===== config.mk =====
export PLATFORM = sky130hd
export DESIGN_NAME = sensor_minmax_calibrate_normalize_core
export DESIGN_NICKNAME = d
export VERILOG_FILES = /design/src/rtl/smcn_pkg.sv /design/src/rtl/smcn_store.sv /design/src/rtl/sensor_minmax_calibrate_normalize_core.sv
export SDC_FILE = /design/constraint.sdc
export NUM_CORES = 1
export LEC_CHECK = 0
export BUFFER_PORTS_ARGS = -buffer_cell sky130_fd_sc_hd__buf_2
export CORE_AREA = 4 4 211 213
export DETAILED_ROUTE_END_ITERATION = 10
export DIE_AREA = 0 0 215 217
export GPL_ROUTABILITY_DRIVEN = 0
export GPL_TIMING_DRIVEN = 0
export SLEW_MARGIN = 20
export SYNTH_ARGS = -nofsm -noshare
export SYNTH_HDL_FRONTEND = slang
export SYNTH_SLANG_ARGS = --single-unit

===== constraint.sdc =====
create_clock -name clk -period 4.9 [get_ports clk]
set_input_delay 0.98 -clock clk [delete_from_list [all_inputs] [get_ports clk]]
set_output_delay 0.98 -clock clk [all_outputs]
set_load 0.02 [all_outputs]

===== src/rtl/smcn_pkg.sv =====
// shared types and constants for the sensor min/max calibrate and normalise core
package smcn_pkg;

    localparam int SAMPLE_BITS = 10;
    localparam int CH_BITS     = 3;
    localparam int NORM_BITS   = 16;
    localparam int QUO_STEPS   = 15;

    localparam logic [NORM_BITS-1:0] Q_ONE = NORM_BITS'(1) << QUO_STEPS;

    localparam logic [1:0] REQ_TRACK  = 2'd0;
    localparam logic [1:0] REQ_COMMIT = 2'd1;
    localparam logic [1:0] REQ_NORM   = 2'd2;

    typedef struct packed {
        logic [1:0]             req_type;
        logic [CH_BITS-1:0]     channel;
        logic [SAMPLE_BITS-1:0] sample;
    } req_item_t;

    typedef struct packed {
        logic [NORM_BITS-1:0] norm_value;
        logic                 norm_valid;
    } rsp_item_t;

    typedef struct packed {
        logic                   max_we;
        logic                   min_we;
        logic                   cal_we;
        logic [SAMPLE_BITS-1:0] sample;
        logic [SAMPLE_BITS-1:0] range;
    } store_wr_t;

    typedef struct packed {
        logic [SAMPLE_BITS-1:0] trk_min;
        logic [SAMPLE_BITS-1:0] trk_max;
        logic [SAMPLE_BITS-1:0] cal_min;
        logic [SAMPLE_BITS-1:0] cal_range;
    } store_rd_t;

endpackage


===== src/rtl/smcn_store.sv =====
// per-channel tracked and calibrated values with one shared read index
module smcn_store #(
    parameter int CHANNELS = 8,
    parameter int IDX_W    = 3
) (
    input  logic                   clk,
    input  logic                   rst_n,
    input  logic [IDX_W-1:0]       idx,
    input  smcn_pkg::store_wr_t    wr,
    output smcn_pkg::store_rd_t    rd
);

    localparam int SB = smcn_pkg::SAMPLE_BITS;

    logic [SB-1:0] trk_min_reg   [CHANNELS];
    logic [SB-1:0] trk_max_reg   [CHANNELS];
    logic [SB-1:0] cal_min_reg   [CHANNELS];
    logic [SB-1:0] cal_range_reg [CHANNELS];

    always_comb
    begin
        rd.trk_min   = trk_min_reg[idx];
        rd.trk_max   = trk_max_reg[idx];
        rd.cal_min   = cal_min_reg[idx];
        rd.cal_range = cal_range_reg[idx];
    end

    always_ff @(posedge clk or negedge rst_n)
    begin
        if (!rst_n)
        begin
            for (int i = 0; i < CHANNELS; i++)
            begin
                trk_min_reg[i]   <= '1;
                trk_max_reg[i]   <= '0;
                cal_min_reg[i]   <= '0;
                cal_range_reg[i] <= SB'(1);
            end
        end
        else
        begin
            if (wr.max_we)
            begin
                trk_max_reg[idx] <= wr.sample;
            end
            if (wr.min_we)
            begin
                trk_min_reg[idx] <= wr.sample;
            end
            if (wr.cal_we)
            begin
                cal_min_reg[idx]   <= trk_min_reg[idx];
                cal_range_reg[idx] <= wr.range;
            end
        end
    end

endmodule


===== src/rtl/sensor_minmax_calibrate_normalize_core.sv =====
// top level: request sequencer, shared subtractor, restoring divider and result register
//
// Requests arrive on req/req_valid/req_stall, results leave on rsp/rsp_valid/rsp_stall.
// A transfer happens at a rising edge with valid high and stall low. Every request
// yields exactly one result.
// Track folds a sample into its channel's min and max, in state TRK_MAX and then TRK_MIN.
// Commit copies min and range for every channel, one channel per cycle.
// Normalise: the result is 0 or 1.0 from the subtract and compare states; otherwise it is set
// by the 15 quotient bits of the bit-serial divider that shares the single subtractor.
// Unused request types and out-of-range channels give a zero result.
// One request is in flight at a time; req_stall is high while it is worked on.
// The result register lets a new request be taken while an earlier result waits;
// a stalled result holds, and a finished request waits for the register to free.
// Reset clears all channels at once: tracked min to full scale, tracked max 0,
// calibrated min 0, range 1. There is no clearing pass.
module sensor_minmax_calibrate_normalize_core #(
    parameter int CHANNELS = 8
) (
    input  logic                clk,
    input  logic                rst_n,
    input  logic                req_valid,
    output logic                req_stall,
    input  smcn_pkg::req_item_t req,
    output logic                rsp_valid,
    input  logic                rsp_stall,
    output smcn_pkg::rsp_item_t rsp
);

    localparam int SB    = smcn_pkg::SAMPLE_BITS;
    localparam int NB    = smcn_pkg::NORM_BITS;
    localparam int QS    = smcn_pkg::QUO_STEPS;
    localparam int IDX_W = (CHANNELS > 1) ? $clog2(CHANNELS) : 1;
    localparam int STP_W = $clog2(QS);

    typedef enum logic [7:0] {
        S_IDLE    = 8'b0000_0001,
        S_TRK_MAX = 8'b0000_0010,
        S_TRK_MIN = 8'b0000_0100,
        S_COMMIT  = 8'b0000_1000,
        S_NRM_SUB = 8'b0001_0000,
        S_NRM_CMP = 8'b0010_0000,
        S_DIV     = 8'b0100_0000,
        S_DONE    = 8'b1000_0000
    } state_t;

    state_t              state_reg, state_next;
    logic [IDX_W-1:0]    idx_reg, idx_next;
    logic [SB-1:0]       smp_reg, smp_next;
    logic [SB-1:0]       rem_reg, rem_next;
    logic [QS-1:0]       quo_reg, quo_next;
    logic [STP_W-1:0]    step_reg, step_next;
    logic [NB-1:0]       res_reg, res_next;
    logic                res_vld_reg, res_vld_next;
    logic                rsp_valid_reg, rsp_valid_next;
    smcn_pkg::rsp_item_t rsp_reg, rsp_next;

    smcn_pkg::store_wr_t wr;
    smcn_pkg::store_rd_t rd;

    logic [SB:0]   sub_a;
    logic [SB:0]   sub_b;
    logic [SB+1:0] sub_diff;
    logic          borrow;
    logic          diff_zero;
    logic          accept;
    logic          ch_ok;
    logic          out_free;

    smcn_store #(
        .CHANNELS (CHANNELS),
        .IDX_W    (IDX_W)
    ) u_store (
        .clk   (clk),
        .rst_n (rst_n),
        .idx   (idx_reg),
        .wr    (wr),
        .rd    (rd)
    );

    assign req_stall = (state_reg != S_IDLE);
    assign accept    = req_valid && !req_stall;
    assign ch_ok     = (int'(req.channel) < CHANNELS);
    assign out_free  = !rsp_valid_reg || !rsp_stall;
    assign rsp_valid = rsp_valid_reg;
    assign rsp       = rsp_reg;

    // shared subtract and compare unit
    always_comb
    begin
        sub_a = '0;
        sub_b = '0;
        unique case (state_reg)
            S_TRK_MAX:
            begin
                sub_a = {1'b0, rd.trk_max};
                sub_b = {1'b0, smp_reg};
            end
            S_TRK_MIN:
            begin
                sub_a = {1'b0, smp_reg};
                sub_b = {1'b0, rd.trk_min};
            end
            S_COMMIT:
            begin
                sub_a = {1'b0, rd.trk_max};
                sub_b = {1'b0, rd.trk_min};
            end
            S_NRM_SUB:
            begin
                sub_a = {1'b0, smp_reg};
                sub_b = {1'b0, rd.cal_min};
            end
            S_NRM_CMP:
            begin
                sub_a = {1'b0, rem_reg};
                sub_b = {1'b0, rd.cal_range};
            end
            S_DIV:
            begin
                sub_a = {rem_reg, 1'b0};
                sub_b = {1'b0, rd.cal_range};
            end
            S_IDLE, S_DONE:
            begin
                sub_a = '0;
                sub_b = '0;
            end
            default:
            begin
                sub_a = '0;
                sub_b = '0;
            end
        endcase
    end

    assign sub_diff  = {1'b0, sub_a} - {1'b0, sub_b};
    assign borrow    = sub_diff[SB+1];
    assign diff_zero = (sub_diff[SB:0] == '0);

    always_comb
    begin
        state_next     = state_reg;
        idx_next       = idx_reg;
        smp_next       = smp_reg;
        rem_next       = rem_reg;
        quo_next       = quo_reg;
        step_next      = step_reg;
        res_next       = res_reg;
        res_vld_next   = res_vld_reg;
        rsp_next       = rsp_reg;
        rsp_valid_next = rsp_valid_reg && rsp_stall;
        wr             = '0;
        wr.sample      = smp_reg;
        wr.range       = (!borrow && !diff_zero) ? sub_diff[SB-1:0] : SB'(1);

        unique case (state_reg)
            S_IDLE:
            begin
                if (accept)
                begin
                    smp_next     = req.sample;
                    idx_next     = IDX_W'(req.channel);
                    res_next     = '0;
                    res_vld_next = 1'b0;
                    priority if (req.req_type == smcn_pkg::REQ_TRACK && ch_ok)
                    begin
                        state_next = S_TRK_MAX;
                    end
                    else if (req.req_type == smcn_pkg::REQ_COMMIT)
                    begin
                        idx_next   = '0;
                        state_next = S_COMMIT;
                    end
                    else if (req.req_type == smcn_pkg::REQ_NORM && ch_ok)
                    begin
                        res_vld_next = 1'b1;
                        state_next   = S_NRM_SUB;
                    end
                    else
                    begin
                        state_next = S_DONE;
                    end
                end
            end
            S_TRK_MAX:
            begin
                wr.max_we  = borrow;
                state_next = S_TRK_MIN;
            end
            S_TRK_MIN:
            begin
                wr.min_we  = borrow;
                state_next = S_DONE;
            end
            S_COMMIT:
            begin
                wr.cal_we = 1'b1;
                if (idx_reg == IDX_W'(CHANNELS - 1))
                begin
                    state_next = S_DONE;
                end
                else
                begin
                    idx_next = idx_reg + IDX_W'(1);
                end
            end
            S_NRM_SUB:
            begin
                rem_next = sub_diff[SB-1:0];
                if (borrow || diff_zero)
                begin
                    state_next = S_DONE;
                end
                else
                begin
                    state_next = S_NRM_CMP;
                end
            end
            S_NRM_CMP:
            begin
                step_next = STP_W'(QS - 1);
                quo_next  = '0;
                if (!borrow)
                begin
                    res_next   = smcn_pkg::Q_ONE;
                    state_next = S_DONE;
                end
                else
                begin
                    state_next = S_DIV;
                end
            end
            S_DIV:
            begin
                quo_next = {quo_reg[QS-2:0], ~borrow};
                if (!borrow)
                begin
                    rem_next = sub_diff[SB-1:0];
                end
                else
                begin
                    rem_next = sub_a[SB-1:0];
                end
                if (step_reg == '0)
                begin
                    res_next   = NB'({quo_reg[QS-2:0], ~borrow});
                    state_next = S_DONE;
                end
                else
                begin
                    step_next = step_reg - STP_W'(1);
                end
            end
            S_DONE:
            begin
                if (out_free)
                begin
                    rsp_next.norm_value = res_reg;
                    rsp_next.norm_valid = res_vld_reg;
                    rsp_valid_next      = 1'b1;
                    state_next          = S_IDLE;
                end
            end
            default:
            begin
                state_next = S_IDLE;
            end
        endcase
    end

    always_ff @(posedge clk or negedge rst_n)
    begin
        if (!rst_n)
        begin
            state_reg     <= S_IDLE;
            rsp_valid_reg <= 1'b0;
        end
        else
        begin
            state_reg     <= state_next;
            rsp_valid_reg <= rsp_valid_next;
        end
    end

    // payload registers
    always_ff @(posedge clk)
    begin
        idx_reg     <= idx_next;
        smp_reg     <= smp_next;
        rem_reg     <= rem_next;
        quo_reg     <= quo_next;
        step_reg    <= step_next;
        res_reg     <= res_next;
        res_vld_reg <= res_vld_next;
        rsp_reg     <= rsp_next;
    end

endmodule

# [Yosys cells after proc, flatten, opt, wreduce, memory -nomap -nowiden]
# Cells that the tools add are included.
[op_classes] magnitude_cmp=2 eq_ne=19 mux=51 bitwise=2 addsub=3 reduce_logical=29
[ops] operator="$bwmux 80" count=4
[ops] operator="$bmux 10 s3" count=4
[ops] operator="$mux 10" count=11
[ops] operator="$mux 8" count=9
[ops] operator="$pmux 8 s8" count=1
[ops] operator="$mux 16" count=3
[ops] operator="$pmux 16 s3" count=1
[ops] operator="$pmux 11 s4" count=1
[ops] operator="$pmux 10 s4" count=1
[ops] operator="$demux 10 s3" count=1
[ops] operator="$pmux 14 s2" count=1
[ops] operator="$pmux 10 s2" count=1
[ops] operator="$ne 2x2->1 const B" count=7
[ops] operator="$mux 3" count=4
[ops] operator="$sub 11x11->12" count=1
[ops] operator="$logic_not 11->1" count=1
[ops] operator="$reduce_or 2->1" count=5
[ops] operator="$eq 8x1->1 const B" count=1
[ops] operator="$eq 8x2->1 const B" count=1
[ops] operator="$eq 8x3->1 const B" count=1
[ops] operator="$eq 8x4->1 const B" count=1
[ops] operator="$eq 8x5->1 const B" count=1
[ops] operator="$eq 8x6->1 const B" count=1
[ops] operator="$eq 8x7->1 const B" count=1
[ops] operator="other kinds (25)" count=43
[totals] reg_bits=404 output_inout_bits=19

# [Longest topological paths before layout]
[depth] depth_word=11 ltp_mapped=21 depth_no_buf=17

# [Modules after synthesis]
# A second synthesis with hierarchy kept.
[unflattened] cells_unflattened=1434 area_unflattened_um2=19038.3
[by_module_without_submodules] mod="smcn_store" cells_per_inst=1080 area_each_um2=14762.9 instances=1 seq_area_each_um2=8117.8
[by_module_without_submodules] mod="sensor_minmax_calibrate_normalize_core" cells_per_inst=354 area_each_um2=4275.4 instances=1 seq_area_each_um2=2478.6

# [Worst setup path before layout]
# No wires, ideal clock.
[synth_timing] path_kind="register -> register" start="reg idx_reg[1]" end="reg u_store.cal_range_reg[0] (netlist name)" arrival_time_ns=4.988 t_required_ns=4.840 setup_ns=0.060 slack_ns=-0.148 stages_incl_launch_ff=20 n_path_buf=5 period_less_slack_ns=5.048 cell_sequence="edfxtp_1 clkbuf_1 buf_2 buf_2 buf_2 buf_2 mux2_2 o22ai_1 o21ai_0 a222oi_1 ha_1 inv_1 fa_1 a21o_1 a21o_1 xor2_1 or4_1 or4_1 o311ai_4 mux2_2"
[synth_via] elab_chain_len=11 elab_cells_between_ends=27 classes_between="1 x add/sub; 2 x order compare; 18 x mux; 1 x bitwise; 5 x reduce/logical"
[synth_lines] element="start, declared" line="sensor_minmax_calibrate_normalize_core.sv:47" text="logic [IDX_W-1:0] idx_reg, idx_next;"
[synth_lines] element="start signal, assigned" line="sensor_minmax_calibrate_normalize_core.sv:288" text="idx_reg <= idx_next;"
[synth_lines] element="$not 3->4 (not written as such) (*)"
[synth_lines] element="$bmux 10 s3 (on tied branches)"
[synth_lines] element="$mux 10 (on tied branches) (2 in series)"
[synth_lines] element="$pmux 11 s4 / $pmux 10 s4 (equally long branches)" line="sensor_minmax_calibrate_normalize_core.sv:92" text="unique case (state_reg)"
[synth_lines] element="$sub 11x11->12" line="sensor_minmax_calibrate_normalize_core.sv:136" text="assign sub_diff = {1'b0, sub_a} - {1'b0, sub_b};"
[synth_lines] element="$logic_not 11->1" line="sensor_minmax_calibrate_normalize_core.sv:138" text="assign diff_zero = (sub_diff[SB:0] == '0);"
[synth_lines] element="$logic_not 1->1" line="sensor_minmax_calibrate_normalize_core.sv:154" text="wr.range = (!borrow && !diff_zero) ? sub_diff[SB-1:0] : SB'(1);"
[synth_lines] element="$logic_and 1x1->1" line="sensor_minmax_calibrate_normalize_core.sv:154"
[synth_lines] element="$mux 10" line="sensor_minmax_calibrate_normalize_core.sv:154"
[synth_lines] element="$bwmux 80 (*)" line="smcn_store.sv:53" text="cal_range_reg[idx] <= wr.range;"
[synth_lines] element="end signal, assigned by index" line="smcn_store.sv:53"
[synth_lines] element="end, declared" line="smcn_store.sv:18" text="logic [SB-1:0] cal_range_reg [CHANNELS];"
# Mark *: on every way between the ends. The rest lies on a longest branch, timed or not. The select of a mux whose other input is x is not followed.
# A chain may end at the register's enable or synchronous reset.

# [Worst setup path after layout]
[layout_timing] start="reg state_reg[4]" end="reg u_store.cal_range_reg[30] (netlist name)"
[layout_via] elab_chain_len=9 elab_cells_between_ends=20 classes_between="1 x add/sub; 6 x eq/ne; 5 x mux; 8 x reduce/logical"
[layout_lines] element="start, declared" line="sensor_minmax_calibrate_normalize_core.sv:46" text="state_t state_reg, state_next;"
[layout_lines] element="start signal, assigned" line="sensor_minmax_calibrate_normalize_core.sv:280" text="state_reg <= state_next;"
[layout_lines] element="$eq 8x5->1 (tied with other cells)" line="sensor_minmax_calibrate_normalize_core.sv:92"
[layout_lines] element="$reduce_or 2->1 (no line)"
[layout_lines] element="$pmux 11 s4 / $pmux 10 s4 (equally long branches)" line="sensor_minmax_calibrate_normalize_core.sv:92"
[layout_lines] element="$sub 11x11->12" line="sensor_minmax_calibrate_normalize_core.sv:136"
[layout_lines] element="$logic_not 11->1" line="sensor_minmax_calibrate_normalize_core.sv:138"
[layout_lines] element="$logic_not 1->1" line="sensor_minmax_calibrate_normalize_core.sv:154"
[layout_lines] element="$logic_and 1x1->1" line="sensor_minmax_calibrate_normalize_core.sv:154"
[layout_lines] element="$mux 10" line="sensor_minmax_calibrate_normalize_core.sv:154"
[layout_lines] element="$bwmux 80" line="smcn_store.sv:53"
# Parallel ways exist; a longest one is shown, timed or not.

==> results.py <==
metrics = {
    "outcome": {
        "outcome": "finished with violations",
        "violations": "negative setup slack",
    },
    "timing": {
        "min_period_ns": 4.998,
        "rsz0062_at_grt": "yes",
        "max_slew.worst_pin.slew_ns": 0.8895,
        "relSlewSlack": 0.4070,
        "setup_slack_ns": -0.09832,
        "maxSlewViolCount": 0,
        "period_share": 1.020,
        "timing.fmax_mhz": 200.1,
        "holdWs_ns": 0.3705,
        "skew_ns": 0.01697,
        "hold_violations": 0,
        "setup_viol": 9,
    },
    "pwr": {
        "leakagePower_nw": 9.574,
        "power_density_mw_per_mm2": 535.6,
        "ir_drop_v": 0.0002604,
    },
    "setup_path": {
        "crit_buf_inv": 3,
        "required_ns": 5.42,
        "crit_type": "flip-flop to flip-flop",
        "crit_path_max_incr_delay_ns": 0.55,
        "crit_path_top_delay_cell": "or4_4",
        "worstPathArrival_ns": 5.52,
        "crit_chain": "or4_4 -> buf_4 -> or4_4 -> and2_4 -> o22ai_2 -> a211o_1 -> ha_2 -> inv_2 -> fa_2 -> xor2_2 -> or3b_4 -> or4_4 -> or4_4 -> o311ai_4 -> buf_12 -> mux2_4",
        "crit_top_cell": "or4_4",
        "end_kind": "flip-flop",
        "start_kind": "flip-flop",
        "cpLargestDelayFamily": "simple AND/OR/NAND/NOR gates",
        "cp_max_fo": 8,
    },
    "floorplan": {
        "io_pins": 38,
        "core-area_mm2": 0.04270,
        "die_h_um": 217,
        "die-area_mm2": 0.04666,
        "initial_core_util": 0.4354,
        "rows": 76,
        "die_w_um": 215,
    },
    "synthesis": {
        "syn-num-nets": 1585,
        "synthDistinctLibCells": 68,
        "synth_edf_count": 75,
        "synth_area_leaders": "dfrtp_1, dfstp_2, edfxtp_1, mux2_2, o21ai_0",
        "async_flop_share": 0.8144,
        "synth_top_cell_area_share": 0.3231,
        "synth_warnings": 0,
        "netlist_area_mm2": 0.01859,
        "synthCells": 1552,
        "ys_ff_latch": 404,
        "syn_area_per_cell_um2": 11.98,
        "synth_seq_area_share": 0.5701,
        "synth_ff_type": "dfrtp_1",
        "yosysTopAreaCell": "dfrtp_1",
    },
    "detailed_routing": {
        "drc": 0,
        "route.met3.wl_mm": 4.506,
        "highest_layer": "met4",
        "wl_per_cell_um": 26.54,
        "m1WireLength_mm": 25.08,
        "dr.pass1.iters": 6,
        "met2WireLength_mm": 27.29,
        "routed_via_density": 6.090,
        "vias": 13680,
        "first_iter_violations": 1525,
        "drt-total-wl_mm": 59.62,
        "antenna_left": 0,
    },
    "finish": {
        "nNetsFinal": 1699,
        "num-fill-cells": 3729,
        "drive_above_1_share": 0.3214,
        "final_cells": 2246,
        "layout_commonest_cell": "dfrtp_1",
        "final_util": 0.5146,
        "syn_to_final_growth_pct": 18.20,
        "multi_input_area_mm2": 0.007934,
        "fin_area_mm2": 0.02197,
        "layout_common_cells": "dfrtp_1, nand2_1, mux2_2",
        "seqCellArea_mm2": 0.01060,
    },
    "cts": {
        "h-tree-depth": 2,
        "clkLatencyLatePin_ns": 0.58,
        "cts_root_buffer": "clkbuf_16",
        "cts_hold_buf": 0,
        "tritoncts": "done",
        "cts_made_buffers": 44,
        "clockBufferDepth": 3,
        "cts.sinks": 404,
        "clkTransAtPathRegs_ns": 0.06,
    },
    "place": {
        "dpl-instance-area_mm2": 0.01960,
        "dp_hpwl_mm": 39.34,
        "placedCellCount": 2140,
        "numPortBuffers": 37,
    },
    "grt": {
        "grt_util_all_layers": 0.2529,
        "grt_max_degree": 102,
        "grt_pass1_wl_mm": 88.93,
        "grt_pass1_vias": 13650,
        "grt_overflow": 0,
        "antenna_found_initial": 0,
    },
    "hold_path": {
        "min_path_type": "input pin to async pin",
    },
    "run": {
        "maxCapViolations": 0,
    },
}
[metal layers]
layer	global-route usage	vias to the layer above
li1	-	5906
met1	0.3420	6990
met2	0.4013	621
met3	0.05027	161
met4	0.1078	0
met5	0	-
[kinds of logic after synthesis]
family | Yosys count | synth area share
fa+ha+maj | 14 | 0.009828
compound gates | 378 | 0.1282
xor+xnor | 10 | 0.004712
flops | 404 | 0.5701
simple gates | 378 | 0.1014
buf+inv | 110 | 0.02403
mux | 258 | 0.1617
[path summary, 6_finish.rpt]
check	cells past startpoint	to	start	slack, ns
hold / removal	1	u_store.cal_range_reg[33]$_DFFE_PN0P_	rst_n	0.37
setup / recovery	16	u_store.cal_range_reg[30]$_DFFE_PN1P_	state_reg[4]$_DFFE_PN0P_	-0.1
hold reg to reg	0	rsp[8]$_DFFE_PP_	res_reg[7]$_SDFFCE_PP0P_	0.42
max in group asynchronous	2	u_store.trk_min_reg[63]$_DFFE_PN1P_	rst_n	3.61
min in group clk	0	rsp[8]$_DFFE_PP_	res_reg[7]$_SDFFCE_PP0P_	0.42
setup reg to reg	16	u_store.cal_range_reg[30]$_DFFE_PN1P_	state_reg[4]$_DFFE_PN0P_	-0.1
[synthesized netlist by cell type (4+ instances only)]
library cell,count
mux2_2,168
a22o_1,12
a22oi_1,14
nand3_1,7
dfstp_2,89
inv_1,9
mux4_2,12
a211oi_1,13
buf_2,14
o221ai_1,7
o31ai_1,16
xnor2_1,6
nor3_1,14
clkbuf_1,67
and2_1,31
mux2i_1,28
nor2_1,63
o22ai_1,48
a221oi_1,19
dfrtp_1,240
nand2_4,8
edfxtp_1,75
nand2_1,194
ha_1,13
or4_1,5
nand2_8,8
a211o_1,9
or2_2,4
a31oi_1,5
a21o_1,6
mux2_1,50
a221o_1,4
buf_1,19
xor2_1,4
nor2b_1,10
a21oi_1,50
o21ai_0,153
nand2b_1,15
o22a_1,6
[report_power, final]
group / total (mW) / switching, mW / internal, mW
clock: 3.31 / 1.37 / 1.94
sequential: 4.30 / 0.254 / 4.05
combinational: 4.16 / 2.64 / 1.52
total: 11.8 / 4.26 / 7.50
[what timing repair did]
item,4_1_cts,5_1_grt
buffers inserted,28,11
gates resized for setup,149,45
pin swaps,20,15
endpoints found under the setup margin,271,248
[cell type report]
| cell class | instances | share of cell area |
|---|---|---|
| flip-flops and latches | 404 | 0.4823 |
| multi-input cells | 1038 | 0.3611 |
| clock buffers | 65 | 0.05888 |
| well taps | 546 | 0.03109 |
| plain buffers | 88 | 0.02938 |
| repair buffers | 81 | 0.02910 |
| clock inverters | 14 | 0.006321 |
| inverters | 9 | 0.001708 |
| diodes | 1 | 0.0001139 |
[stage by stage]
stage | setup slack, ns | setup TNS [ns] | power [mW]
floorplan | 0.03216 | 0 | 6.406
global placement | -3.394 | -1585.02 | 7.683
detailed placement | -2.351 | -454.79 | 7.762
CTS | -0.1560 | -4.123 | 11.56
global route | -0.1842 | -2.007 | 12.21
finish | -0.09832 | -0.7868 | 11.77
(Power assumes the default switching activity.)
